$ cat config.mk
export PLATFORM = sky130hd
export DESIGN_NAME = tcw_seq_flat
export DESIGN_NICKNAME = d
export VERILOG_FILES = /design/src/tcw_pkg.sv /design/src/tcw_in_if.sv /design/src/tcw_out_if.sv /design/src/tcw_seq.sv /design/src/flat_wrapper.sv
export SDC_FILE = /design/constraint.sdc
export NUM_CORES = 1
export LEC_CHECK = 0
export BUFFER_PORTS_ARGS = -buffer_cell sky130_fd_sc_hd__buf_4
export CAP_MARGIN = 20
export CORE_UTILIZATION = 50
export CTS_CLUSTER_SIZE = 20
export DETAILED_ROUTE_END_ITERATION = 8
export GPL_TIMING_DRIVEN = 0
export PLACE_DENSITY = 0.84
export SYNTH_ARGS = -nofsm -noshare
export SYNTH_HDL_FRONTEND = slang
export SYNTH_SLANG_ARGS = --single-unit
export TNS_END_PERCENT = 100
$ cat constraint.sdc
create_clock -name i_clk -period 3.96 [get_ports i_clk]
set_input_delay 1.188 -clock i_clk [delete_from_list [all_inputs] [get_ports i_clk]]
set_output_delay 1.188 -clock i_clk [all_outputs]
set_load 0.05 [all_outputs]
$ cat src/tcw_pkg.sv
package tcw_pkg;

    localparam int COLUMNS_DEF = 80;
    localparam int ROWS_DEF    = 25;

    // Widest cell address for the largest screen that the parameters allow.
    localparam int MAX_ADDR_W  = 16;
    localparam int CELL_W      = 16;
    localparam int CFG_IDX_W   = 1;
    localparam int CFG_DATA_W  = 4;

    typedef enum logic [1:0] {
        OP_PUT   = 2'd0,
        OP_SET   = 2'd1,
        OP_CLEAR = 2'd2,
        OP_READ  = 2'd3
    } t_opcode;

    localparam logic [CFG_IDX_W-1:0] CFG_FOREGROUND = 1'd0;
    localparam logic [CFG_IDX_W-1:0] CFG_BACKGROUND = 1'd1;

    localparam logic [CFG_DATA_W-1:0] FOREGROUND_RESET = 4'd7;
    localparam logic [CFG_DATA_W-1:0] BACKGROUND_RESET = 4'd0;

    localparam logic [7:0] CH_BS    = 8'd8;
    localparam logic [7:0] CH_TAB   = 8'd9;
    localparam logic [7:0] CH_LF    = 8'd10;
    localparam logic [7:0] CH_CR    = 8'd13;
    localparam logic [7:0] CH_BLANK = 8'h20;

    localparam logic [CELL_W-1:0] RESET_CELL = {FOREGROUND_RESET & 4'h0, 4'h0, CH_BLANK}
                                               | 16'h0700;

    typedef struct packed {
        logic                  we;
        logic [MAX_ADDR_W-1:0] waddr;
        logic [CELL_W-1:0]     wdata;
        logic [MAX_ADDR_W-1:0] raddr;
    } t_mem_req;

endpackage

$ cat src/tcw_in_if.sv
interface tcw_in_if;
    logic        valid;
    logic        ready;
    logic [1:0]  opcode;
    logic [7:0]  char_code;
    logic [7:0]  new_column;
    logic [7:0]  new_row;
    logic [10:0] cell_address;

    modport source (output valid, opcode, char_code, new_column, new_row, cell_address,
                    input ready);
    modport sink   (input valid, opcode, char_code, new_column, new_row, cell_address,
                    output ready);
endinterface

$ cat src/tcw_out_if.sv
interface tcw_out_if;
    logic        valid;
    logic        ready;
    logic [6:0]  cursor_column;
    logic [4:0]  cursor_row;
    logic [10:0] cursor_position;
    logic [15:0] cell_value;

    modport source (output valid, cursor_column, cursor_row, cursor_position, cell_value,
                    input ready);
    modport sink   (input valid, cursor_column, cursor_row, cursor_position, cell_value,
                    output ready);
endinterface

$ cat src/tcw_seq.sv
module tcw_seq #(
    parameter int COLUMNS = tcw_pkg::COLUMNS_DEF,
    parameter int ROWS    = tcw_pkg::ROWS_DEF
) (
    input  logic                       i_clk,
    input  logic                       i_rst_n,
    input  logic [7:0]                 i_attr,
    tcw_in_if.sink                     i_cmd,
    tcw_out_if.source                  o_res,
    output tcw_pkg::t_mem_req          o_mem,
    input  logic [tcw_pkg::CELL_W-1:0] i_rdata
);

    localparam int CELLS  = COLUMNS * ROWS;
    localparam int ADDR_W = $clog2(CELLS);
    localparam int SW_W   = ADDR_W + 1;
    localparam int COL_W  = $clog2(COLUMNS);
    localparam int ROW_W  = $clog2(ROWS);

    localparam logic [SW_W-1:0]  SW_CELLS  = SW_W'(CELLS);
    localparam logic [SW_W-1:0]  SW_LAST   = SW_W'(CELLS - 1);
    localparam logic [SW_W-1:0]  SW_ROW1   = SW_W'(COLUMNS);
    localparam logic [SW_W-1:0]  SW_BOTTOM = SW_W'((ROWS - 1) * COLUMNS);
    localparam logic [COL_W:0]   COL_LIMIT = (COL_W + 1)'(COLUMNS);
    localparam logic [COL_W-1:0] COL_MAX   = COL_W'(COLUMNS - 1);
    localparam logic [ROW_W-1:0] ROW_MAX   = ROW_W'(ROWS - 1);

    typedef enum logic [2:0] {
        S_IDLE,
        S_EXEC,
        S_READ,
        S_SCROLL,
        S_FILL,
        S_DONE
    } t_state;

    t_state                     r_state;
    logic [COL_W-1:0]           r_col;
    logic [ROW_W-1:0]           r_row;
    tcw_pkg::t_opcode           r_op;
    logic [7:0]                 r_ch;
    logic [7:0]                 r_nc;
    logic [7:0]                 r_nr;
    logic [10:0]                r_addr;
    logic [SW_W-1:0]            r_sweep;
    logic                       r_copy_pend;
    logic [ADDR_W-1:0]          r_copy_dst;
    logic [tcw_pkg::CELL_W-1:0] r_fill;
    logic                       r_init;
    logic                       r_oob;
    logic [tcw_pkg::CELL_W-1:0] r_val;

    logic                       r_out_valid;
    logic [6:0]                 r_out_col;
    logic [4:0]                 r_out_row;
    logic [10:0]                r_out_pos;
    logic [15:0]                r_out_val;

    logic [ADDR_W-1:0]          cur_pos;
    logic [COL_W:0]             inc_col;
    logic [COL_W:0]             tab_col;
    logic [tcw_pkg::CELL_W-1:0] blank;
    logic                       is_ctrl;
    logic                       do_newline;

    assign cur_pos = ADDR_W'(32'(r_row) * COLUMNS + 32'(r_col));
    assign inc_col = {1'b0, r_col} + (COL_W + 1)'(1);
    assign tab_col = ({1'b0, r_col} + (COL_W + 1)'(4)) & ~(COL_W + 1)'(3);
    assign blank   = {i_attr, tcw_pkg::CH_BLANK};
    assign is_ctrl = (r_ch == tcw_pkg::CH_LF) || (r_ch == tcw_pkg::CH_CR)
                  || (r_ch == tcw_pkg::CH_TAB) || (r_ch == tcw_pkg::CH_BS);

    // A line feed, a tab past the last stop, or a character in the last column
    // all end in the same newline and possibly a scroll.
    assign do_newline = (r_ch == tcw_pkg::CH_LF)
                     || ((r_ch == tcw_pkg::CH_TAB) && (tab_col >= COL_LIMIT))
                     || (!is_ctrl && (inc_col >= COL_LIMIT));

    always_comb begin
        o_mem = '0;
        unique case (r_state)
            S_EXEC: begin
                if (r_op == tcw_pkg::OP_PUT) begin
                    if ((r_ch == tcw_pkg::CH_BS) && (r_col != '0)) begin
                        o_mem.we    = 1'b1;
                        o_mem.waddr = tcw_pkg::MAX_ADDR_W'(cur_pos - ADDR_W'(1));
                        o_mem.wdata = blank;
                    end else if (!is_ctrl) begin
                        o_mem.we    = 1'b1;
                        o_mem.waddr = tcw_pkg::MAX_ADDR_W'(cur_pos);
                        o_mem.wdata = {i_attr, r_ch};
                    end
                end
                o_mem.raddr = tcw_pkg::MAX_ADDR_W'(r_addr);
            end
            S_SCROLL: begin
                // The copy write of a cell comes in the cycle after its source read.
                if (r_sweep != SW_CELLS) begin
                    o_mem.raddr = tcw_pkg::MAX_ADDR_W'(r_sweep);
                end
                o_mem.we    = r_copy_pend;
                o_mem.waddr = tcw_pkg::MAX_ADDR_W'(r_copy_dst);
                o_mem.wdata = i_rdata;
            end
            S_FILL: begin
                o_mem.we    = 1'b1;
                o_mem.waddr = tcw_pkg::MAX_ADDR_W'(r_sweep);
                o_mem.wdata = r_fill;
            end
            default: begin
                o_mem = '0;
            end
        endcase
    end

    always_ff @(posedge i_clk) begin
        if (!i_rst_n) begin
            r_state     <= S_FILL;
            r_col       <= '0;
            r_row       <= '0;
            r_sweep     <= '0;
            r_fill      <= tcw_pkg::RESET_CELL;
            r_init      <= 1'b1;
            r_copy_pend <= 1'b0;
            r_out_valid <= 1'b0;
        end else begin
            // In S_DONE the output register is refilled below instead.
            if (r_out_valid && o_res.ready && (r_state != S_DONE)) begin
                r_out_valid <= 1'b0;
            end
            unique case (r_state)
                S_IDLE: begin
                    if (i_cmd.valid) begin
                        r_op    <= tcw_pkg::t_opcode'(i_cmd.opcode);
                        r_ch    <= i_cmd.char_code;
                        r_nc    <= i_cmd.new_column;
                        r_nr    <= i_cmd.new_row;
                        r_addr  <= i_cmd.cell_address;
                        r_state <= S_EXEC;
                    end
                end
                S_EXEC: begin
                    r_val <= '0;
                    unique case (r_op)
                        tcw_pkg::OP_PUT: begin
                            if (do_newline) begin
                                r_col <= '0;
                                if (r_row == ROW_MAX) begin
                                    r_fill      <= blank;
                                    r_sweep     <= SW_ROW1;
                                    r_copy_pend <= 1'b0;
                                    r_state     <= S_SCROLL;
                                end else begin
                                    r_row   <= r_row + ROW_W'(1);
                                    r_state <= S_DONE;
                                end
                            end else begin
                                case (r_ch)
                                    tcw_pkg::CH_CR: r_col <= '0;
                                    tcw_pkg::CH_TAB: r_col <= COL_W'(tab_col);
                                    tcw_pkg::CH_BS: begin
                                        if (r_col != '0) begin
                                            r_col <= r_col - COL_W'(1);
                                        end
                                    end
                                    default: r_col <= COL_W'(inc_col);
                                endcase
                                r_state <= S_DONE;
                            end
                        end
                        tcw_pkg::OP_SET: begin
                            r_col   <= (32'(r_nc) >= COLUMNS) ? COL_MAX : COL_W'(r_nc);
                            r_row   <= (32'(r_nr) >= ROWS) ? ROW_MAX : ROW_W'(r_nr);
                            r_state <= S_DONE;
                        end
                        tcw_pkg::OP_CLEAR: begin
                            r_col   <= '0;
                            r_row   <= '0;
                            r_fill  <= blank;
                            r_sweep <= '0;
                            r_state <= S_FILL;
                        end
                        tcw_pkg::OP_READ: begin
                            r_oob   <= 32'(r_addr) >= CELLS;
                            r_state <= S_READ;
                        end
                        default: r_state <= S_DONE;
                    endcase
                end
                S_READ: begin
                    r_val   <= r_oob ? '0 : i_rdata;
                    r_state <= S_DONE;
                end
                S_SCROLL: begin
                    r_copy_pend <= (r_sweep != SW_CELLS);
                    r_copy_dst  <= ADDR_W'(r_sweep - SW_ROW1);
                    if (r_sweep == SW_CELLS) begin
                        r_sweep <= SW_BOTTOM;
                        r_state <= S_FILL;
                    end else begin
                        r_sweep <= r_sweep + SW_W'(1);
                    end
                end
                S_FILL: begin
                    if (r_sweep == SW_LAST) begin
                        r_init  <= 1'b0;
                        r_state <= r_init ? S_IDLE : S_DONE;
                    end else begin
                        r_sweep <= r_sweep + SW_W'(1);
                    end
                end
                S_DONE: begin
                    if (!r_out_valid || o_res.ready) begin
                        r_out_valid <= 1'b1;
                        r_out_col   <= 7'(r_col);
                        r_out_row   <= 5'(r_row);
                        r_out_pos   <= 11'(cur_pos);
                        r_out_val   <= r_val;
                        r_state     <= S_IDLE;
                    end
                end
                default: r_state <= S_IDLE;
            endcase
        end
    end

    assign i_cmd.ready           = (r_state == S_IDLE);
    assign o_res.valid           = r_out_valid;
    assign o_res.cursor_column   = r_out_col;
    assign o_res.cursor_row      = r_out_row;
    assign o_res.cursor_position = r_out_pos;
    assign o_res.cell_value      = r_out_val;

endmodule

$ cat src/flat_wrapper.sv
// flat-port wrapper written by rule: the top's interface ports become plain ports
module tcw_seq_flat 
#(
    parameter int COLUMNS = tcw_pkg::COLUMNS_DEF,
    parameter int ROWS    = tcw_pkg::ROWS_DEF
)
  (i_clk, i_rst_n, i_attr, o_mem, i_rdata, i_cmd_valid, i_cmd_opcode, i_cmd_char_code, i_cmd_new_column, i_cmd_new_row, i_cmd_cell_address, i_cmd_ready, o_res_valid, o_res_cursor_column, o_res_cursor_row, o_res_cursor_position, o_res_cell_value, o_res_ready);
  tcw_in_if i_cmd_i ();
  tcw_out_if o_res_i ();
  input  logic i_clk;
  input  logic i_rst_n;
  input  logic [7:0] i_attr;
  output tcw_pkg::t_mem_req o_mem;
  input  logic [tcw_pkg::CELL_W-1:0] i_rdata;
  input wire logic [$bits(i_cmd_i.valid)-1:0] i_cmd_valid;
  input wire logic [$bits(i_cmd_i.opcode)-1:0] i_cmd_opcode;
  input wire logic [$bits(i_cmd_i.char_code)-1:0] i_cmd_char_code;
  input wire logic [$bits(i_cmd_i.new_column)-1:0] i_cmd_new_column;
  input wire logic [$bits(i_cmd_i.new_row)-1:0] i_cmd_new_row;
  input wire logic [$bits(i_cmd_i.cell_address)-1:0] i_cmd_cell_address;
  output wire logic [$bits(i_cmd_i.ready)-1:0] i_cmd_ready;
  output wire logic [$bits(o_res_i.valid)-1:0] o_res_valid;
  output wire logic [$bits(o_res_i.cursor_column)-1:0] o_res_cursor_column;
  output wire logic [$bits(o_res_i.cursor_row)-1:0] o_res_cursor_row;
  output wire logic [$bits(o_res_i.cursor_position)-1:0] o_res_cursor_position;
  output wire logic [$bits(o_res_i.cell_value)-1:0] o_res_cell_value;
  input wire logic [$bits(o_res_i.ready)-1:0] o_res_ready;
  assign i_cmd_i.valid = i_cmd_valid;
  assign i_cmd_i.opcode = i_cmd_opcode;
  assign i_cmd_i.char_code = i_cmd_char_code;
  assign i_cmd_i.new_column = i_cmd_new_column;
  assign i_cmd_i.new_row = i_cmd_new_row;
  assign i_cmd_i.cell_address = i_cmd_cell_address;
  assign i_cmd_ready = i_cmd_i.ready;
  assign o_res_valid = o_res_i.valid;
  assign o_res_cursor_column = o_res_i.cursor_column;
  assign o_res_cursor_row = o_res_i.cursor_row;
  assign o_res_cursor_position = o_res_i.cursor_position;
  assign o_res_cell_value = o_res_i.cell_value;
  assign o_res_i.ready = o_res_ready;
  tcw_seq #(.COLUMNS(COLUMNS), .ROWS(ROWS)) u_core (.i_clk(i_clk), .i_rst_n(i_rst_n), .i_attr(i_attr), .i_cmd(i_cmd_i), .o_res(o_res_i), .o_mem(o_mem), .i_rdata(i_rdata));
endmodule
Word level (Yosys, flattened, before mapping)
Cells that the tools add are included.
{ "totals": {"rom_bits": 0, "output_inout_bits": 90, "register_bits": 150, "word_cells": 141, "mem_count": 0, "input_bits": 65, "latch_bits": 0, "mem_bits_rw": 0} }
{ "op_classes": {"n_mux": 42, "eq_ne": 32, "mul": 1, "div_mod_pow": 0, "bitwise_logic": 0, "n_lt_le_gt_ge": 5, "n_reduce_logical": 33, "n_shift": 0, "add_sub_neg": 8} }
{ "ops": {"columns": ["op", "n"], "rows": [
  ["33-bit two-way mux", 3],
  ["33-bit one-hot mux with 3 select lines", 1],
  ["16-bit one-hot mux with 2 select lines", 2],
  ["12-bit two-way mux", 5],
  ["16-bit two-way mux", 3],
  ["12-bit one-hot mux with 2 select lines", 2],
  ["7-bit one-hot mux with 3 select lines", 2],
  ["12-bit one-hot mux with 3 select lines", 1],
  ["8-bit by 4-bit == test with 1-bit output (second input constant)", 4],
  ["12-bit by 11-bit == test with 1-bit output (second input constant)", 2],
  ["8-bit by 7-bit greater-or-equal comparator with 1-bit output (second input constant)", 3],
  ["3-bit two-way mux", 7],
  ["7-bit two-way mux", 3],
  ["3-bit one-hot mux with 6 select lines", 1],
  ["4-bit AND reduction", 4],
  ["5-bit two-way mux", 3],
  ["5-bit one-hot mux with 3 select lines", 1],
  ["2-bit by 1-bit inequality test with 1-bit output (second input constant)", 7],
  ["12-bit by 1-bit adder with 12-bit output (second input constant)", 1],
  ["12-bit by 11-bit inequality test with 1-bit output (second input constant)", 1],
  ["3-bit one-hot mux with 4 select lines", 1],
  ["3-bit AND reduction", 4],
  ["11-bit by 1-bit subtractor with 12-bit output (second input constant)", 1],
  ["11-bit by 7-bit adder with 11-bit output", 1],
  ["other kinds (31)", 58]
]} }

Depth between registers and ports, before layout
Gate-level depths: netlist of run 1.
{ "logic_depth": {"word_depth": 10, "mapped_depth": 11} }

Worst setup path after synthesis of run 1
No wires, ideal clock.
{ "synth_path": {"path_kind": "register to output", "from": "register u_core.r_row[1]", "to": "output port o_mem[45] (netlist bit)", "arrival_time_ps": 4201, "setup_slack_ps": -1429, "path_buffers": 1, "path_stages_with_launch": 12, "path_cell_list": "dfxtp_1 ha_1 ha_1 inv_1 fa_1 xnor2_1 o2111ai_1 xnor2_1 xnor2_1 nand2b_1 nor4_1 buf_4"} }
{ "synth_lines": {"columns": ["element", "line", "text"], "rows": [
  ["from (decl)", "tcw_seq.sv:39", "logic [ROW_W-1:0] r_row;"],
  ["from (signal assigned)", "tcw_seq.sv:154", "r_row <= r_row + ROW_W'(1);"],
  ["from (signal assigned)", "tcw_seq.sv:173", "r_row <= (32'(r_nr) >= ROWS) ? ROW_MAX : ROW_W'(r_nr);"],
  ["to (decl)", "flat_wrapper.sv:13", "output tcw_pkg::t_mem_req o_mem;"]
]} }

==> flow_summary.html, run 1 <==
<table>
<tr><th>Metric</th><th>Value</th></tr>
<tr><th colspan="2">Setup path</th></tr>
<tr><td>CP Class</td><td>flip-flop to output port</td></tr>
<tr><td>CP endpoint</td><td>o_mem[42]</td></tr>
<tr><td>Reg2reg start</td><td>u_core.r_ch[6]</td></tr>
<tr><td>Critical path required time</td><td>2770 ps</td></tr>
<tr><td>Largest fanout on the critical path</td><td>3</td></tr>
<tr><td>Critical path launch point</td><td>u_core.r_row[3]</td></tr>
<tr><td>Kind of end point of the critical path</td><td>output port</td></tr>
<tr><td>Reg2Reg Depth</td><td>9</td></tr>
<tr><td>Reg-to-reg slack, setup</td><td>a little over 900 ps</td></tr>
<tr><td>Reg-to-reg endpoint</td><td>u_core.r_fill[8]</td></tr>
<tr><td>Crit path DAT</td><td>3080 ps</td></tr>
<tr><td>Launching element type of the critical path</td><td>flip-flop</td></tr>
<tr><th colspan="2">CTS</th></tr>
<tr><td>Number of sinks driven by the clock tree</td><td>138</td></tr>
<tr><td>Clock tree from TritonCTS</td><td>yes</td></tr>
<tr><td>Clock buffer count from CTS</td><td>17</td></tr>
<tr><td>Root buffer selected by CTS</td><td>sky130_fd_sc_hd__clkbuf_16</td></tr>
<tr><td>Maximum clock insertion buffer count</td><td>2</td></tr>
<tr><td>Clock network latency to the later pin of the worst-skew pair</td><td>approximately 430 ps</td></tr>
<tr><td>Level count of the clock H-tree</td><td>4</td></tr>
<tr><td>Clk pin slew, worst setup/hold paths</td><td>70 ps</td></tr>
<tr><th colspan="2">STA</th></tr>
<tr><td>Worst clock skew on the final layout</td><td>11.5 ps</td></tr>
<tr><td>Max-slew headroom at the worst pin</td><td>0.378</td></tr>
<tr><td>Final-layout setup total negative slack</td><td>-2170 ps</td></tr>
<tr><td>RSZ-0062 raised after global routing</td><td>yes</td></tr>
<tr><td>Shortest clock period the worst path allows after layout</td><td>4270 ps</td></tr>
<tr><td>Final number of setup-violating endpoints</td><td>10</td></tr>
<tr><td>Slew at the pin closest to its max-slew limit</td><td>between 900 and 1000 ps</td></tr>
<tr><td>Max-slew violations</td><td>0</td></tr>
<tr><td>Maximum achievable frequency</td><td>around 230 MHz</td></tr>
<tr><td>Final worst-path cycle share</td><td>1.08</td></tr>
<tr><td>Worst-case setup margin in the final layout</td><td>-312 ps</td></tr>
<tr><td>Final number of hold-violating endpoints</td><td>0</td></tr>
<tr><th colspan="2">Layout</th></tr>
<tr><td>Synth-to-Final Area Change</td><td>35.6%</td></tr>
<tr><td>Antenna Diode Count</td><td>0</td></tr>
<tr><td>Layout cells sized above 1</td><td>0.351</td></tr>
<tr><td>Filler Cells Inserted</td><td>942</td></tr>
<tr><td>Net count of the finished layout</td><td>981</td></tr>
<tr><td>Post-Route Utilization</td><td>0.706</td></tr>
<tr><th colspan="2">Route</th></tr>
<tr><td>Via count</td><td>about 6500</td></tr>
<tr><td>Number of nets with antenna violations after detailed routing</td><td>0</td></tr>
<tr><td>Mean routed wirelength per cell</td><td>19.4 um</td></tr>
<tr><td>Total detailed-routing wirelength</td><td>21.0 mm</td></tr>
<tr><td>Post-route DRC</td><td>0</td></tr>
<tr><td>Via/cell ratio</td><td>around 6</td></tr>
<tr><td>1st-pass router iterations</td><td>9</td></tr>
<tr><td>Number of DRC markers in iteration 0</td><td>804</td></tr>
<tr><th colspan="2">Floorplanning</th></tr>
<tr><td>Area of the core</td><td>14000 sq um</td></tr>
<tr><td>I/O pin total</td><td>155</td></tr>
<tr><td>DIE WIDTH</td><td>123 um</td></tr>
<tr><td>Area enclosed by the die boundary</td><td>15100 sq um</td></tr>
<tr><td>DIE HEIGHT</td><td>between 100 and 150 um</td></tr>
<tr><td>Count of standard-cell rows</td><td>43</td></tr>
<tr><td>Initial Utilization</td><td>0.520</td></tr>
<tr><th colspan="2">Synthesis</th></tr>
<tr><td>Post-synth EDFFs</td><td>100</td></tr>
<tr><td>Count of synthesis-stage warnings from yosys</td><td>0</td></tr>
<tr><td>Async set-reset flop share out of synthesis</td><td>0</td></tr>
<tr><td>Sequential area share after synthesis</td><td>0.515</td></tr>
<tr><td>Number of storage elements in the synthesis netlist</td><td>138</td></tr>
<tr><td>Count of mapped cells out of synthesis</td><td>693</td></tr>
<tr><td>Average size of a mapped cell</td><td>10.5 sq um</td></tr>
<tr><td>Most used DFF post-synth</td><td>sky130_fd_sc_hd__edfxtp_1</td></tr>
<tr><td>Synth cell types</td><td>slightly below 70</td></tr>
<tr><td>Cell Area, Synth</td><td>7310 sq um</td></tr>
<tr><th colspan="2">Global route</th></tr>
<tr><td>Pin count of the biggest net entering global routing</td><td>38</td></tr>
<tr><td>Overall track demand over capacity in global routing</td><td>0.279</td></tr>
<tr><td>Global-route congestion overflow total</td><td>0</td></tr>
<tr><td>First-pass GRT wire length</td><td>31.5 mm</td></tr>
<tr><td>Antenna violations before repair</td><td>0</td></tr>
<tr><td>Via count of the first global-routing pass</td><td>6101</td></tr>
<tr><th colspan="2">Place</th></tr>
<tr><td>Post-DP HPWL</td><td>between 10 and 15 mm</td></tr>
<tr><td>Global placement routability congestion</td><td>0.989</td></tr>
<tr><td>Pre-CTS setup slack</td><td>-595 ps</td></tr>
<tr><td>Number of buffers inserted by port buffering</td><td>149</td></tr>
<tr><th colspan="2">Run</th></tr>
<tr><td>Number of maximum-capacitance constraint violations</td><td>0</td></tr>
<tr><th colspan="2">Outcome</th></tr>
<tr><td>Status</td><td>finished, violations left</td></tr>
<tr><td>Failing checks</td><td>setup timing</td></tr>
<tr><th colspan="2">Min path</th></tr>
<tr><td>Type of the worst min-delay path</td><td>flip-flop to flip-flop</td></tr>
<tr><td>Beginning of the worst hold path</td><td>u_core.r_val[14]</td></tr>
<tr><th colspan="2">Pwr</th></tr>
<tr><td>Ratio of total power to cell area</td><td>317 nW/um^2</td></tr>
<tr><td>Worst IR drop on VDD</td><td>between 0.2 and 0.3 mV</td></tr>
<tr><td>Lkg Pwr</td><td>~3.9 nW</td></tr>
<tr><td>Sum of internal, switching and leakage power</td><td>3.15 mW</td></tr>
</table>
## critical path, stage by stage (launching register included)
cell	delay (ps)
sky130_fd_sc_hd__dfxtp_4	370
sky130_fd_sc_hd__ha_4	240
sky130_fd_sc_hd__ha_4	150
sky130_fd_sc_hd__inv_2	50
sky130_fd_sc_hd__fa_2	460
sky130_fd_sc_hd__inv_2	100
sky130_fd_sc_hd__o2111ai_2	150
sky130_fd_sc_hd__xnor2_2	190
sky130_fd_sc_hd__xnor2_2	170
sky130_fd_sc_hd__nand2b_4	170
sky130_fd_sc_hd__buf_6	130
sky130_fd_sc_hd__o211ai_1	220
sky130_fd_sc_hd__buf_4	250
## cells in the final DEF, fill, tap and decap left out, types with 6 or more instances in the layout
cell type                     n
sky130_fd_sc_hd__nor4_4       6
sky130_fd_sc_hd__a22oi_1     13
sky130_fd_sc_hd__a222oi_1     8
sky130_fd_sc_hd__xor2_1       6
sky130_fd_sc_hd__a21oi_1     28
sky130_fd_sc_hd__nor3_1      14
sky130_fd_sc_hd__clkbuf_1    19
sky130_fd_sc_hd__o22ai_1      6
sky130_fd_sc_hd__ha_1        21
sky130_fd_sc_hd__dfxtp_1     28
sky130_fd_sc_hd__and3_1       6
sky130_fd_sc_hd__o211ai_1    10
sky130_fd_sc_hd__clkbuf_16   17
sky130_fd_sc_hd__nand2_1     51
sky130_fd_sc_hd__o21ai_0     27
sky130_fd_sc_hd__a22o_1      16
sky130_fd_sc_hd__dfxtp_4      7
sky130_fd_sc_hd__nor2_1      42
sky130_fd_sc_hd__and2_1      21
sky130_fd_sc_hd__o21ai_2      9
sky130_fd_sc_hd__buf_4      171
sky130_fd_sc_hd__mux2i_1      7
sky130_fd_sc_hd__inv_6        7
sky130_fd_sc_hd__inv_1       30
sky130_fd_sc_hd__a211oi_1     8
sky130_fd_sc_hd__edfxtp_1   100
sky130_fd_sc_hd__xnor2_1     16
sky130_fd_sc_hd__buf_2        9
sky130_fd_sc_hd__nand3_1     21
sky130_fd_sc_hd__buf_6       13
## cell families (layout without fill, tap and decap cells)
group / count (synthesis) / after routing / share of synthesized area
simple gates: 220 / 221 / 0.157
compound gates: 180 / 180 / 0.178
flops: 138 / 138 / 0.515
buf+inv: 89 / 293 / 0.0531
fa+ha+maj: 28 / 28 / 0.0500
xor+xnor: 27 / 27 / 0.0324
mux: 10 / 10 / 0.0142
other cells: 1 / 4 / 0.000513
## area by class of cell
| type | instances | area (sq um) | area share |
|---|---|---|---|
| multi-input cells | 470 | 3520 | 0.355 |
| flip-flops and latches | 138 | 3790 | 0.383 |
| clock buffers | 17 | 425 | 0.0429 |
| plain buffers | 50 | 295 | 0.0298 |
| well taps | 180 | 225 | 0.0227 |
| repair buffers | 176 | 1390 | 0.140 |
| inverters | 35 | 131 | 0.0133 |
| clock inverters | 15 | 130 | 0.0131 |
## where the power goes
group / leakage [nW] / switching, mW / total (mW) / internal, mW
registers: 1.22 / 0.00731 / 1.54 / 1.53
clock network: 0.270 / 0.675 / 1.50 / 0.822
logic: 2.38 / 0.0539 / 0.108 / 0.0545
## flip-flops by register name, indices dropped and copies added (netlist names), 8 cells and up
name / cells
u_core.o_res.cell_value: 16
u_core.r_nr: 8
u_core.r_addr: 11
u_core.r_nc: 8
u_core.r_val: 16
u_core.r_copy_dst: 11
u_core.r_ch: 8
u_core.r_fill: 8
u_core.o_res.cursor_position: 11
u_core.r_sweep: 12
## how the worst min path moves through the flow
stage | end | slack, ps | depth (start not counted)
floorplan | u_core.o_res.cell_value[0] | 400 | 0
global placement | u_core.o_res.cell_value[6] | 400 | 0
detailed placement | u_core.o_res.cell_value[12] | 400 | 0
CTS | u_core.o_res.cell_value[14] | 420 | 0
global route | u_core.o_res.cell_value[14] | 420 | 0
finish | u_core.o_res.cell_value[14] | 410 | 0
## through the flow
stage | instance area, sq um | cells | hold WS (ps)
2_1_floorplan | 7420 | 696 | 400
3_3_place_gp | 8770 | 1025 | 400
3_5_place_dp | 8820 | 1028 | 405
4_1_cts | 9710 | 1075 | 419
5_1_grt | 9910 | 1081 | 425
6_report | 9910 | 1081 | 413
## cell usage after synthesis, types with 20 or more instances
| library cell | instances | area share |
|---|---|---|
| sky130_fd_sc_hd__nor2_1 | 46 | 0.024 |
| sky130_fd_sc_hd__edfxtp_1 | 100 | 0.41 |
| sky130_fd_sc_hd__ha_1 | 26 | 0.045 |
| sky130_fd_sc_hd__xnor2_1 | 20 | 0.024 |
| sky130_fd_sc_hd__clkbuf_1 | 33 | 0.017 |
| sky130_fd_sc_hd__a21oi_1 | 28 | 0.019 |
| sky130_fd_sc_hd__nand3_1 | 21 | 0.014 |
| sky130_fd_sc_hd__o21ai_0 | 40 | 0.027 |
| sky130_fd_sc_hd__dfxtp_1 | 38 | 0.10 |
| sky130_fd_sc_hd__and2_1 | 22 | 0.019 |
| sky130_fd_sc_hd__inv_1 | 34 | 0.017 |
| sky130_fd_sc_hd__nand2_1 | 53 | 0.027 |
## what timing repair did
item                                    in CTS  in global routing
buffers inserted                            16                  8
pin swaps                                   12                  7
cloned                                       0                  1
endpoints found under the setup margin      39                 43
hold buffers                                 0                  0
gates resized for setup                     63                 46
## routing by layer
metal  vias to the layer above  global-route usage  share of wire
li1                       2964                   -              -
met1                      3056               0.363           0.40
met2                       421               0.436           0.47
met3                        50              0.0752           0.10
met4                         0               0.123          0.029
met5                         -                   0              0
Note: power is estimated with default switching activity, not from simulation.
==> inputs of run 2 (changes only) <==
--- a/config.mk
+++ b/config.mk
@@ -5,6 +5,7 @@
 export SDC_FILE = /design/constraint.sdc
 export NUM_CORES = 1
 export LEC_CHECK = 0
+export ABC_AREA = 1
 export BUFFER_PORTS_ARGS = -buffer_cell sky130_fd_sc_hd__buf_4
 export CAP_MARGIN = 20
 export CORE_UTILIZATION = 50
==> flow_summary.html, run 2 <==
<table>
<tr><th>Metric</th><th>Value</th></tr>
<tr><th colspan="2">Pwr</th></tr>
<tr><td>Worst IR drop on VDD</td><td>0.293 mV (was 0.298 mV)</td></tr>
<tr><td>Net Sw Frac</td><td>0.291 (was 0.234)</td></tr>
<tr><td>Fraction of power consumed by the clock network</td><td>0.421 (was 0.476)</td></tr>
<tr><td>Lkg Pwr</td><td>4.27 nW (was 3.87 nW)</td></tr>
<tr><td>Ratio of total power to cell area</td><td>372 nW/um^2 (was 317 nW/um^2)</td></tr>
<tr><td>Combinational share of power</td><td>0.136 (was 0.034)</td></tr>
<tr><td>Total internal power</td><td>2.58 mW (was 2.41 mW)</td></tr>
<tr><td>Switching power total</td><td>1.06 mW (was 0.736 mW)</td></tr>
<tr><td>Flop pwr share</td><td>0.442 (was 0.490)</td></tr>
<tr><th colspan="2">Synthesis</th></tr>
<tr><td>Most used DFF post-synth</td><td>sky130_fd_sc_hd__edfxtp_1 (unchanged)</td></tr>
<tr><td>Count of synthesis-stage warnings from yosys</td><td>0 (unchanged)</td></tr>
<tr><td>Count of mapped cells out of synthesis</td><td>851 (was 693)</td></tr>
<tr><td>Most common cell in the netlist</td><td>sky130_fd_sc_hd__nand2_1 (was sky130_fd_sc_hd__edfxtp_1)</td></tr>
<tr><td>Average size of a mapped cell</td><td>8.85 sq um (was 10.5 sq um)</td></tr>
<tr><td>Number of storage elements in the synthesis netlist</td><td>138 (unchanged)</td></tr>
<tr><td>Async set-reset flop share out of synthesis</td><td>0 (unchanged)</td></tr>
<tr><td>Cell type with the largest total area after synthesis</td><td>sky130_fd_sc_hd__edfxtp_1 (unchanged)</td></tr>
<tr><td>Synth cell types</td><td>51 (was 68)</td></tr>
<tr><td>List of most frequent post-synthesis cells</td><td>sky130_fd_sc_hd__nand2_1 (169), sky130_fd_sc_hd__edfxtp_1 (100), sky130_fd_sc_hd__inv_1 (96) (was sky130_fd_sc_hd__edfxtp_1 (100), sky130_fd_sc_hd__nand2_1 (53), sky130_fd_sc_hd__nor2_1 (46))</td></tr>
<tr><td>Post-synth EDFFs</td><td>100 (unchanged)</td></tr>
<tr><td>Top cells by area, synth</td><td>sky130_fd_sc_hd__edfxtp_1 (40%), sky130_fd_sc_hd__dfxtp_1 (10%), sky130_fd_sc_hd__nand2_1 (8.4%), sky130_fd_sc_hd__inv_1 (4.8%), sky130_fd_sc_hd__nor2_1 (4.5%) (was sky130_fd_sc_hd__edfxtp_1 (41%), sky130_fd_sc_hd__dfxtp_1 (10%), sky130_fd_sc_hd__ha_1 (4.5%), sky130_fd_sc_hd__o21ai_0 (2.7%), sky130_fd_sc_hd__nand2_1 (2.7%))</td></tr>
<tr><td>Portion of synthesized cell area occupied by the leading cell type</td><td>0.399 (was 0.411)</td></tr>
<tr><td>Cell Area, Synth</td><td>7530 sq um (was 7310 sq um)</td></tr>
<tr><td>Sequential area share after synthesis</td><td>0.500 (was 0.515)</td></tr>
<tr><th colspan="2">Route</th></tr>
<tr><td>Via/cell ratio</td><td>5.38 (was 6.00)</td></tr>
<tr><td>Number of DRC markers in iteration 0</td><td>464 (was 804)</td></tr>
<tr><td>Mean routed wirelength per cell</td><td>16.5 um (was 19.4 um)</td></tr>
<tr><td>Post-route DRC</td><td>0 (unchanged)</td></tr>
<tr><td>Total detailed-routing wirelength</td><td>20.3 mm (was 21.0 mm)</td></tr>
<tr><td>1st-pass router iterations</td><td>7 (was 9)</td></tr>
<tr><td>Via count</td><td>6622 (was 6491)</td></tr>
<tr><td>Number of nets with antenna violations after detailed routing</td><td>0 (unchanged)</td></tr>
<tr><th colspan="2">Setup path</th></tr>
<tr><td>Launching element type of the critical path</td><td>flip-flop (unchanged)</td></tr>
<tr><td>Largest incremental delay on the critical path</td><td>400 ps (was 460 ps)</td></tr>
<tr><td>Kind of end point of the critical path</td><td>output port (unchanged)</td></tr>
<tr><td>Crit path DAT</td><td>2850 ps (was 3080 ps)</td></tr>
<tr><td>Critical path required time</td><td>2770 ps (about the same)</td></tr>
<tr><td>Crit-path cells</td><td>ha_1 -&gt; inv_1 -&gt; fa_2 -&gt; xor2_2 -&gt; buf_4 -&gt; nand4_1 -&gt; nand2_2 -&gt; nor2_2 -&gt; nand2_4 -&gt; nor2_4 -&gt; buf_6 -&gt; buf_8 (was ha_4 -&gt; ha_4 -&gt; inv_2 -&gt; fa_2 -&gt; inv_2 -&gt; o2111ai_2 -&gt; xnor2_2 -&gt; xnor2_2 -&gt; nand2b_4 -&gt; buf_6 -&gt; o211ai_1 -&gt; buf_4)</td></tr>
<tr><td>CP Class</td><td>flip-flop to output port (unchanged)</td></tr>
<tr><td>Library cell contributing the largest single delay on the critical path</td><td>sky130_fd_sc_hd__fa_2 (unchanged)</td></tr>
<tr><td>Largest fanout on the critical path</td><td>5 (was 3)</td></tr>
<tr><th colspan="2">Place</th></tr>
<tr><td>Pre-CTS setup slack</td><td>-17.5 ps (was -595 ps)</td></tr>
<tr><td>Global placement routability congestion</td><td>0.898 (was 0.989)</td></tr>
<tr><td>Number of buffers inserted by port buffering</td><td>149 (unchanged)</td></tr>
<tr><td>Post-DP HPWL</td><td>14.9 mm (was 14.4 mm)</td></tr>
<tr><th colspan="2">STA</th></tr>
<tr><td>Max-slew headroom at the worst pin</td><td>0.337 (was 0.378)</td></tr>
<tr><td>Final number of hold-violating endpoints</td><td>0 (unchanged)</td></tr>
<tr><td>Worst-case setup margin in the final layout</td><td>-76.8 ps (was -312 ps)</td></tr>
<tr><td>Final worst-path cycle share</td><td>1.02 (was 1.08)</td></tr>
<tr><td>Max-slew violations</td><td>0 (unchanged)</td></tr>
<tr><td>Worst clock skew on the final layout</td><td>16.7 ps (was 11.5 ps)</td></tr>
<tr><td>RSZ-0062 raised after global routing</td><td>yes (unchanged)</td></tr>
<tr><td>Worst hold slack</td><td>413 ps (about the same)</td></tr>
<tr><td>Shortest clock period the worst path allows after layout</td><td>4040 ps (was 4270 ps)</td></tr>
<tr><td>Maximum achievable frequency</td><td>248 MHz (was 234 MHz)</td></tr>
<tr><td>Slew at the pin closest to its max-slew limit</td><td>992 ps (was 929 ps)</td></tr>
<tr><td>Final number of setup-violating endpoints</td><td>7 (was 10)</td></tr>
<tr><th colspan="2">Global route</th></tr>
<tr><td>Antenna violations before repair</td><td>0 (unchanged)</td></tr>
<tr><td>Via count of the first global-routing pass</td><td>6339 (was 6101)</td></tr>
<tr><td>Overall track demand over capacity in global routing</td><td>0.264 (was 0.279)</td></tr>
<tr><td>First-pass GRT wire length</td><td>32.1 mm (was 31.5 mm)</td></tr>
<tr><td>Global-route congestion overflow total</td><td>0 (unchanged)</td></tr>
<tr><td>Pin count of the biggest net entering global routing</td><td>24 (was 38)</td></tr>
<tr><th colspan="2">Layout</th></tr>
<tr><td>Synth-to-Final Area Change</td><td>30.2% (was 35.6%)</td></tr>
<tr><td>Most frequent standard cell in the layout excluding fill and tap cells</td><td>sky130_fd_sc_hd__nand2_1 (was sky130_fd_sc_hd__buf_4)</td></tr>
<tr><td>Post-Route Utilization</td><td>0.672 (was 0.706)</td></tr>
<tr><td>Layout cells sized above 1</td><td>0.296 (was 0.351)</td></tr>
<tr><td>Most frequent cells in the layout</td><td>sky130_fd_sc_hd__nand2_1 (166), sky130_fd_sc_hd__buf_4 (165), sky130_fd_sc_hd__edfxtp_1 (100), sky130_fd_sc_hd__inv_1 (93), sky130_fd_sc_hd__nor2_1 (88) (was sky130_fd_sc_hd__buf_4 (171), sky130_fd_sc_hd__edfxtp_1 (100), sky130_fd_sc_hd__nand2_1 (51), sky130_fd_sc_hd__nor2_1 (42), sky130_fd_sc_hd__inv_1 (30))</td></tr>
<tr><td>Net count of the finished layout</td><td>1127 (was 981)</td></tr>
<tr><td>Antenna Diode Count</td><td>0 (unchanged)</td></tr>
<tr><th colspan="2">Floorplanning</th></tr>
<tr><td>Area of the core</td><td>14600 sq um (was 14000 sq um)</td></tr>
<tr><td>DIE HEIGHT</td><td>125 um (was 123 um)</td></tr>
<tr><td>I/O pin total</td><td>155 (unchanged)</td></tr>
<tr><td>DIE WIDTH</td><td>125 um (was 123 um)</td></tr>
<tr><td>Count of standard-cell rows</td><td>44 (was 43)</td></tr>
<tr><td>Area enclosed by the die boundary</td><td>15500 sq um (was 15100 sq um)</td></tr>
<tr><td>Initial Utilization</td><td>0.516 (was 0.520)</td></tr>
<tr><th colspan="2">Run</th></tr>
<tr><td>Number of maximum-capacitance constraint violations</td><td>0 (unchanged)</td></tr>
<tr><th colspan="2">Min path</th></tr>
<tr><td>Type of the worst min-delay path</td><td>flip-flop to flip-flop (unchanged)</td></tr>
<tr><th colspan="2">CTS</th></tr>
<tr><td>Quantity of hold-fixing buffers added after cts</td><td>0 (unchanged)</td></tr>
<tr><td>Maximum clock insertion buffer count</td><td>2 (unchanged)</td></tr>
<tr><td>Clk pin slew, worst setup/hold paths</td><td>70 ps (about the same)</td></tr>
<tr><td>Level count of the clock H-tree</td><td>4 (unchanged)</td></tr>
<tr><td>Root buffer selected by CTS</td><td>sky130_fd_sc_hd__clkbuf_16 (unchanged)</td></tr>
<tr><td>Clock tree from TritonCTS</td><td>yes (unchanged)</td></tr>
<tr><td>Clock network latency to the later pin of the worst-skew pair</td><td>440 ps (was 430 ps)</td></tr>
<tr><td>Clock buffer count from CTS</td><td>17 (unchanged)</td></tr>
<tr><td>Number of sinks driven by the clock tree</td><td>138 (unchanged)</td></tr>
<tr><th colspan="2">Outcome</th></tr>
<tr><td>Failing checks</td><td>setup timing (unchanged)</td></tr>
<tr><td>Status</td><td>finished, violations left (unchanged)</td></tr>
</table>
[run 2: cell count changes in the layout (fill, tap and decap cells not counted), moves of 17 or more]
cell / previous run / this run
sky130_fd_sc_hd__nand2_2: 2 / 19
sky130_fd_sc_hd__inv_1: 30 / 93
sky130_fd_sc_hd__o21ai_0: 27 / 52
sky130_fd_sc_hd__and2_1: 21 / 1
sky130_fd_sc_hd__nand2_1: 51 / 166
sky130_fd_sc_hd__nor2_1: 42 / 88
sky130_fd_sc_hd__nand3_1: 21 / 57
[run 2: per-stage QoR]
| stage | cells | TNS [ps] | power, mW | cell area [sq um] |
|---|---|---|---|---|
| 3_3_place_gp | 1187 | -60760 | 2.12 | 8900 |
| 5_1_grt | 1231 | -1340 | 3.75 | 9800 |
| 3_5_place_dp | 1189 | -47.2 | 2.13 | 8970 |
| 6_report | 1231 | -356 | 3.64 | 9800 |
| 2_1_floorplan | 854 | 0 | 1.95 | 7550 |
| 4_1_cts | 1229 | -192 | 3.65 | 9750 |
[run 2: final cells by class]
type / instances / area, sq um
Buffer: 33 / 223
Clock buffer: 17 / 425
Clock inverter: 15 / 149
Fill cell: 1166 / 4790
Inverter: 111 / 419
Multi-Input combinational cell: 572 / 3290
Sequential cell: 138 / 3780
Tap cell: 184 / 230
Timing Repair Buffer: 161 / 1280
[run 2: worst paths after layout]
path / start / end / slack (ps) / depth (start not counted)
max: u_core.r_row[4] / o_mem[45] / -80 / 12
min: u_core.r_val[2] / u_core.o_res.cell_value[2] / 410 / 0
max reg2reg: u_core.r_state[2] / u_core.r_val[4] / 1470 / 6
min reg2reg: u_core.r_val[2] / u_core.o_res.cell_value[2] / 410 / 0
[run 2: power groups by stage]
stage | sequential [mW] | combinational, mW | clock (mW)
floorplan | 1.64 | 0.315 | 0
global placement | 1.64 | 0.475 | 0
detailed placement | 1.64 | 0.485 | 0
CTS | 1.61 | 0.491 | 1.55
global route | 1.61 | 0.527 | 1.60
finish | 1.61 | 0.497 | 1.54
[run 2: cell families after synthesis]
group / after synthesis / share of synthesized area
AND/OR/NAND/NOR: 389 / 0.240
buffers and inverters: 144 / 0.0838
flip-flops: 138 / 0.500
AO/OA/AOI/OAI: 126 / 0.0982
adder cells (fa/ha/maj): 28 / 0.0485
XOR/XNOR: 25 / 0.0291
other: 1 / 0.000498
[run 2: worst max-delay path: cells and delay by family (launching register included)]
kind / cells / cell delay (ps)
XOR/XNOR: 1 / 160
flip-flops: 1 / 370
adder cells (fa/ha/maj): 2 / 720
buffers and inverters: 4 / 470
AND/OR/NAND/NOR: 5 / 690
[run 2: routing by layer]
metal | up-vias | wire length, um | GRT usage
li1 | 3198 | - | -
met1 | 3052 | 8380 | 0.338
met2 | 324 | 9730 | 0.434
met3 | 48 | 1710 | 0.0627
met4 | 0 | 489 | 0.0928
met5 | - | 0 | 0
[run 2: timing repair]
action,4_1_cts,5_1_grt
endpoints found under the hold margin,0,0
endpoints found under the setup margin,9,16
buffers inserted,8,2
gates resized for setup,41,9
pin swaps,7,4
==> inputs of run 3 (changes only) <==
==> constraint.sdc (replaced) <==
create_clock -name i_clk -period 3.4 [get_ports i_clk]
set_input_delay 1.02 -clock i_clk [delete_from_list [all_inputs] [get_ports i_clk]]
set_output_delay 1.02 -clock i_clk [all_outputs]
set_load 0.05 [all_outputs]
==> flow_summary.html, run 3 (synthesis results as in run 2) <==
<table>
<tr><th>Metric</th><th>Value</th></tr>
<tr><th colspan="2">Route</th></tr>
<tr><td>Post-route DRC</td><td>0 (unchanged)</td></tr>
<tr><td>Via/cell ratio</td><td>5.71 (was 5.38)</td></tr>
<tr><td>Number of DRC markers in iteration 0</td><td>800 (was 464)</td></tr>
<tr><td>Number of nets with antenna violations after detailed routing</td><td>0 (unchanged)</td></tr>
<tr><td>1st-pass router iterations</td><td>8 (was 7)</td></tr>
<tr><td>Mean routed wirelength per cell</td><td>18.0 um (was 16.5 um)</td></tr>
<tr><td>Total detailed-routing wirelength</td><td>22.6 mm (was 20.3 mm)</td></tr>
<tr><td>Via count</td><td>7156 (was 6622)</td></tr>
<tr><th colspan="2">Setup path</th></tr>
<tr><td>Crit path DAT</td><td>2820 ps (was 2850 ps)</td></tr>
<tr><td>Critical path required time</td><td>2380 ps (was 2770 ps)</td></tr>
<tr><td>Launching element type of the critical path</td><td>flip-flop (unchanged)</td></tr>
<tr><td>CP Class</td><td>flip-flop to output port (unchanged)</td></tr>
<tr><td>Kind of end point of the critical path</td><td>output port (unchanged)</td></tr>
<tr><td>Largest fanout on the critical path</td><td>4 (was 5)</td></tr>
<tr><th colspan="2">Place</th></tr>
<tr><td>Number of buffers inserted by port buffering</td><td>149 (unchanged)</td></tr>
<tr><td>Inst Count DP</td><td>1189 (unchanged)</td></tr>
<tr><td>Post-DP HPWL</td><td>14.9 mm (about the same)</td></tr>
<tr><td>Post-Place Cell Area</td><td>9030 sq um (was 8970 sq um)</td></tr>
<tr><td>Global placement routability congestion</td><td>0.924 (was 0.898)</td></tr>
<tr><th colspan="2">Global route</th></tr>
<tr><td>Pin count of the biggest net entering global routing</td><td>23 (was 24)</td></tr>
<tr><td>First-pass GRT wire length</td><td>32.6 mm (was 32.1 mm)</td></tr>
<tr><td>Antenna violations before repair</td><td>0 (unchanged)</td></tr>
<tr><td>Via count of the first global-routing pass</td><td>6312 (was 6339)</td></tr>
<tr><td>Overall track demand over capacity in global routing</td><td>0.271 (was 0.264)</td></tr>
<tr><td>Global-route congestion overflow total</td><td>0 (unchanged)</td></tr>
<tr><th colspan="2">STA</th></tr>
<tr><td>Final-layout setup total negative slack</td><td>-3330 ps (was -356 ps)</td></tr>
<tr><td>Worst clock skew on the final layout</td><td>12.0 ps (was 16.7 ps)</td></tr>
<tr><td>Final number of setup-violating endpoints</td><td>10 (was 7)</td></tr>
<tr><td>Final worst-path cycle share</td><td>1.13</td></tr>
<tr><td>Maximum achievable frequency</td><td>261 MHz</td></tr>
<tr><td>Max-slew headroom at the worst pin</td><td>0.310 (was 0.337)</td></tr>
<tr><td>Slew at the pin closest to its max-slew limit</td><td>1030 ps (was 992 ps)</td></tr>
<tr><td>Worst-case setup margin in the final layout</td><td>-436 ps (was -76.8 ps)</td></tr>
<tr><td>Shortest clock period the worst path allows after layout</td><td>3840 ps</td></tr>
<tr><td>Max-slew violations</td><td>0 (unchanged)</td></tr>
<tr><td>Final number of hold-violating endpoints</td><td>0 (unchanged)</td></tr>
<tr><td>RSZ-0062 raised after global routing</td><td>yes (unchanged)</td></tr>
<tr><th colspan="2">Layout</th></tr>
<tr><td>Post-Layout Cell Count</td><td>1254 (was 1231)</td></tr>
<tr><td>Most frequent cells in the layout</td><td>sky130_fd_sc_hd__buf_4 (180), sky130_fd_sc_hd__nand2_1 (161), sky130_fd_sc_hd__edfxtp_1 (100), sky130_fd_sc_hd__inv_1 (87), sky130_fd_sc_hd__nor2_1 (83) (was sky130_fd_sc_hd__nand2_1 (166), sky130_fd_sc_hd__buf_4 (165), sky130_fd_sc_hd__edfxtp_1 (100), sky130_fd_sc_hd__inv_1 (93), sky130_fd_sc_hd__nor2_1 (88))</td></tr>
<tr><td>Net count of the finished layout</td><td>1150 (was 1127)</td></tr>
<tr><td>Layout cells sized above 1</td><td>0.355 (was 0.296)</td></tr>
<tr><td>Post-Route Utilization</td><td>0.710 (was 0.672)</td></tr>
<tr><td>Antenna Diode Count</td><td>0 (unchanged)</td></tr>
<tr><td>Final non-filler cell area</td><td>10400 sq um (was 9800 sq um)</td></tr>
<tr><td>Synth-to-Final Area Change</td><td>37.5% (was 30.2%)</td></tr>
<tr><td>Most frequent standard cell in the layout excluding fill and tap cells</td><td>sky130_fd_sc_hd__buf_4 (was sky130_fd_sc_hd__nand2_1)</td></tr>
<tr><th colspan="2">Run</th></tr>
<tr><td>Number of maximum-capacitance constraint violations</td><td>0 (unchanged)</td></tr>
<tr><th colspan="2">Pwr</th></tr>
<tr><td>Sum of internal, switching and leakage power</td><td>4.48 mW (was 3.64 mW)</td></tr>
<tr><td>Ratio of total power to cell area</td><td>433 nW/um^2 (was 372 nW/um^2)</td></tr>
<tr><td>Lkg Pwr</td><td>4.48 nW (was 4.27 nW)</td></tr>
<tr><td>Worst IR drop on VDD</td><td>0.325 mV (was 0.293 mV)</td></tr>
<tr><th colspan="2">Min path</th></tr>
<tr><td>Type of the worst min-delay path</td><td>flip-flop to flip-flop (unchanged)</td></tr>
<tr><th colspan="2">Floorplanning</th></tr>
<tr><td>Count of standard-cell rows</td><td>44 (unchanged)</td></tr>
<tr><td>I/O pin total</td><td>155 (unchanged)</td></tr>
<tr><td>Area enclosed by the die boundary</td><td>15500 sq um (unchanged)</td></tr>
<tr><td>DIE WIDTH</td><td>125 um (unchanged)</td></tr>
<tr><td>Initial Utilization</td><td>0.516 (unchanged)</td></tr>
<tr><td>DIE HEIGHT</td><td>125 um (unchanged)</td></tr>
<tr><td>Area of the core</td><td>14600 sq um (unchanged)</td></tr>
<tr><th colspan="2">Outcome</th></tr>
<tr><td>Status</td><td>finished, violations left (unchanged)</td></tr>
<tr><td>Failing checks</td><td>setup timing (unchanged)</td></tr>
<tr><th colspan="2">CTS</th></tr>
<tr><td>Clk pin slew, worst setup/hold paths</td><td>60 ps (was 70 ps)</td></tr>
<tr><td>Level count of the clock H-tree</td><td>4 (unchanged)</td></tr>
<tr><td>Quantity of hold-fixing buffers added after cts</td><td>0 (unchanged)</td></tr>
<tr><td>Maximum clock insertion buffer count</td><td>2 (unchanged)</td></tr>
<tr><td>Clock tree from TritonCTS</td><td>yes (unchanged)</td></tr>
<tr><td>Number of sinks driven by the clock tree</td><td>138 (unchanged)</td></tr>
<tr><td>Clock network latency to the later pin of the worst-skew pair</td><td>430 ps (was 440 ps)</td></tr>
<tr><td>Root buffer selected by CTS</td><td>sky130_fd_sc_hd__clkbuf_16 (unchanged)</td></tr>
<tr><td>Clock buffer count from CTS</td><td>17 (unchanged)</td></tr>
</table>
==> run 3: where the power goes <==
group	internal [mW]	switching, mW
clock	1.24	0.759
sequential	1.84	0.0388
combinational	0.207	0.401
total	3.28	1.20
==> run 3: final timing paths <==
check / slack, ps / to / cells after the start / from
worst min register to register: 420 / u_core.o_res.cell_value[13] / 0 / u_core.r_val[13]
worst min-delay path: 420 / u_core.o_res.cell_value[13] / 0 / u_core.r_val[13]
worst max-delay path: -440 / o_mem[45] / 13 / u_core.r_row[1]
worst max register to register: 1010 / u_core.r_copy_dst[1] / 5 / u_core.r_state[2]
==> run 3: what timing repair did <==
action | CTS | global route
cloned | 1 | 0
setup endpoints to repair | 35 | 42
resized for setup | 58 | 59
buffers inserted | 11 | 23
pin swaps | 15 | 20
==> run 3: critical path, cell delays in order (launching register included) <==
cell	delay, ps
sky130_fd_sc_hd__dfxtp_4	360
sky130_fd_sc_hd__ha_4	270
sky130_fd_sc_hd__ha_4	130
sky130_fd_sc_hd__inv_2	30
sky130_fd_sc_hd__fa_2	600
sky130_fd_sc_hd__inv_2	60
sky130_fd_sc_hd__nand3_2	70
sky130_fd_sc_hd__inv_2	50
sky130_fd_sc_hd__or2_4	240
sky130_fd_sc_hd__nand2_4	90
sky130_fd_sc_hd__nand2_4	70
sky130_fd_sc_hd__nor2_4	160
sky130_fd_sc_hd__buf_6	120
sky130_fd_sc_hd__buf_8	130
==> run 3: area by class of cell <==
| class | instances | area (sq um) |
|---|---|---|
| clock buffers | 17 | 425 |
| plain buffers | 31 | 235 |
| well taps | 184 | 230 |
| multi-input cells | 572 | 3500 |
| inverters | 111 | 439 |
| repair buffers | 186 | 1510 |
| fillers | 1039 | 4240 |
| clock inverters | 15 | 213 |
| flip-flops and latches | 138 | 3800 |
==> run 3: stage by stage <==
| stage | hold WS, ps | worst slack (ps) |
|---|---|---|
| final | 421 | -436 |
| after global routing | 422 | -493 |
| after CTS | 419 | -378 |
| after detailed placement | 405 | -203 |
| after global placement | 400 | -528 |
| after floorplan | 400 | -49.7 |
==> run 3: metal layers <==
metal | vias up | part of all wire | track usage
li1 | 3246 | - | -
met1 | 3298 | 0.38 | 0.349
met2 | 508 | 0.47 | 0.428
met3 | 104 | 0.10 | 0.0687
met4 | 0 | 0.052 | 0.123
met5 | - | 0 | 0
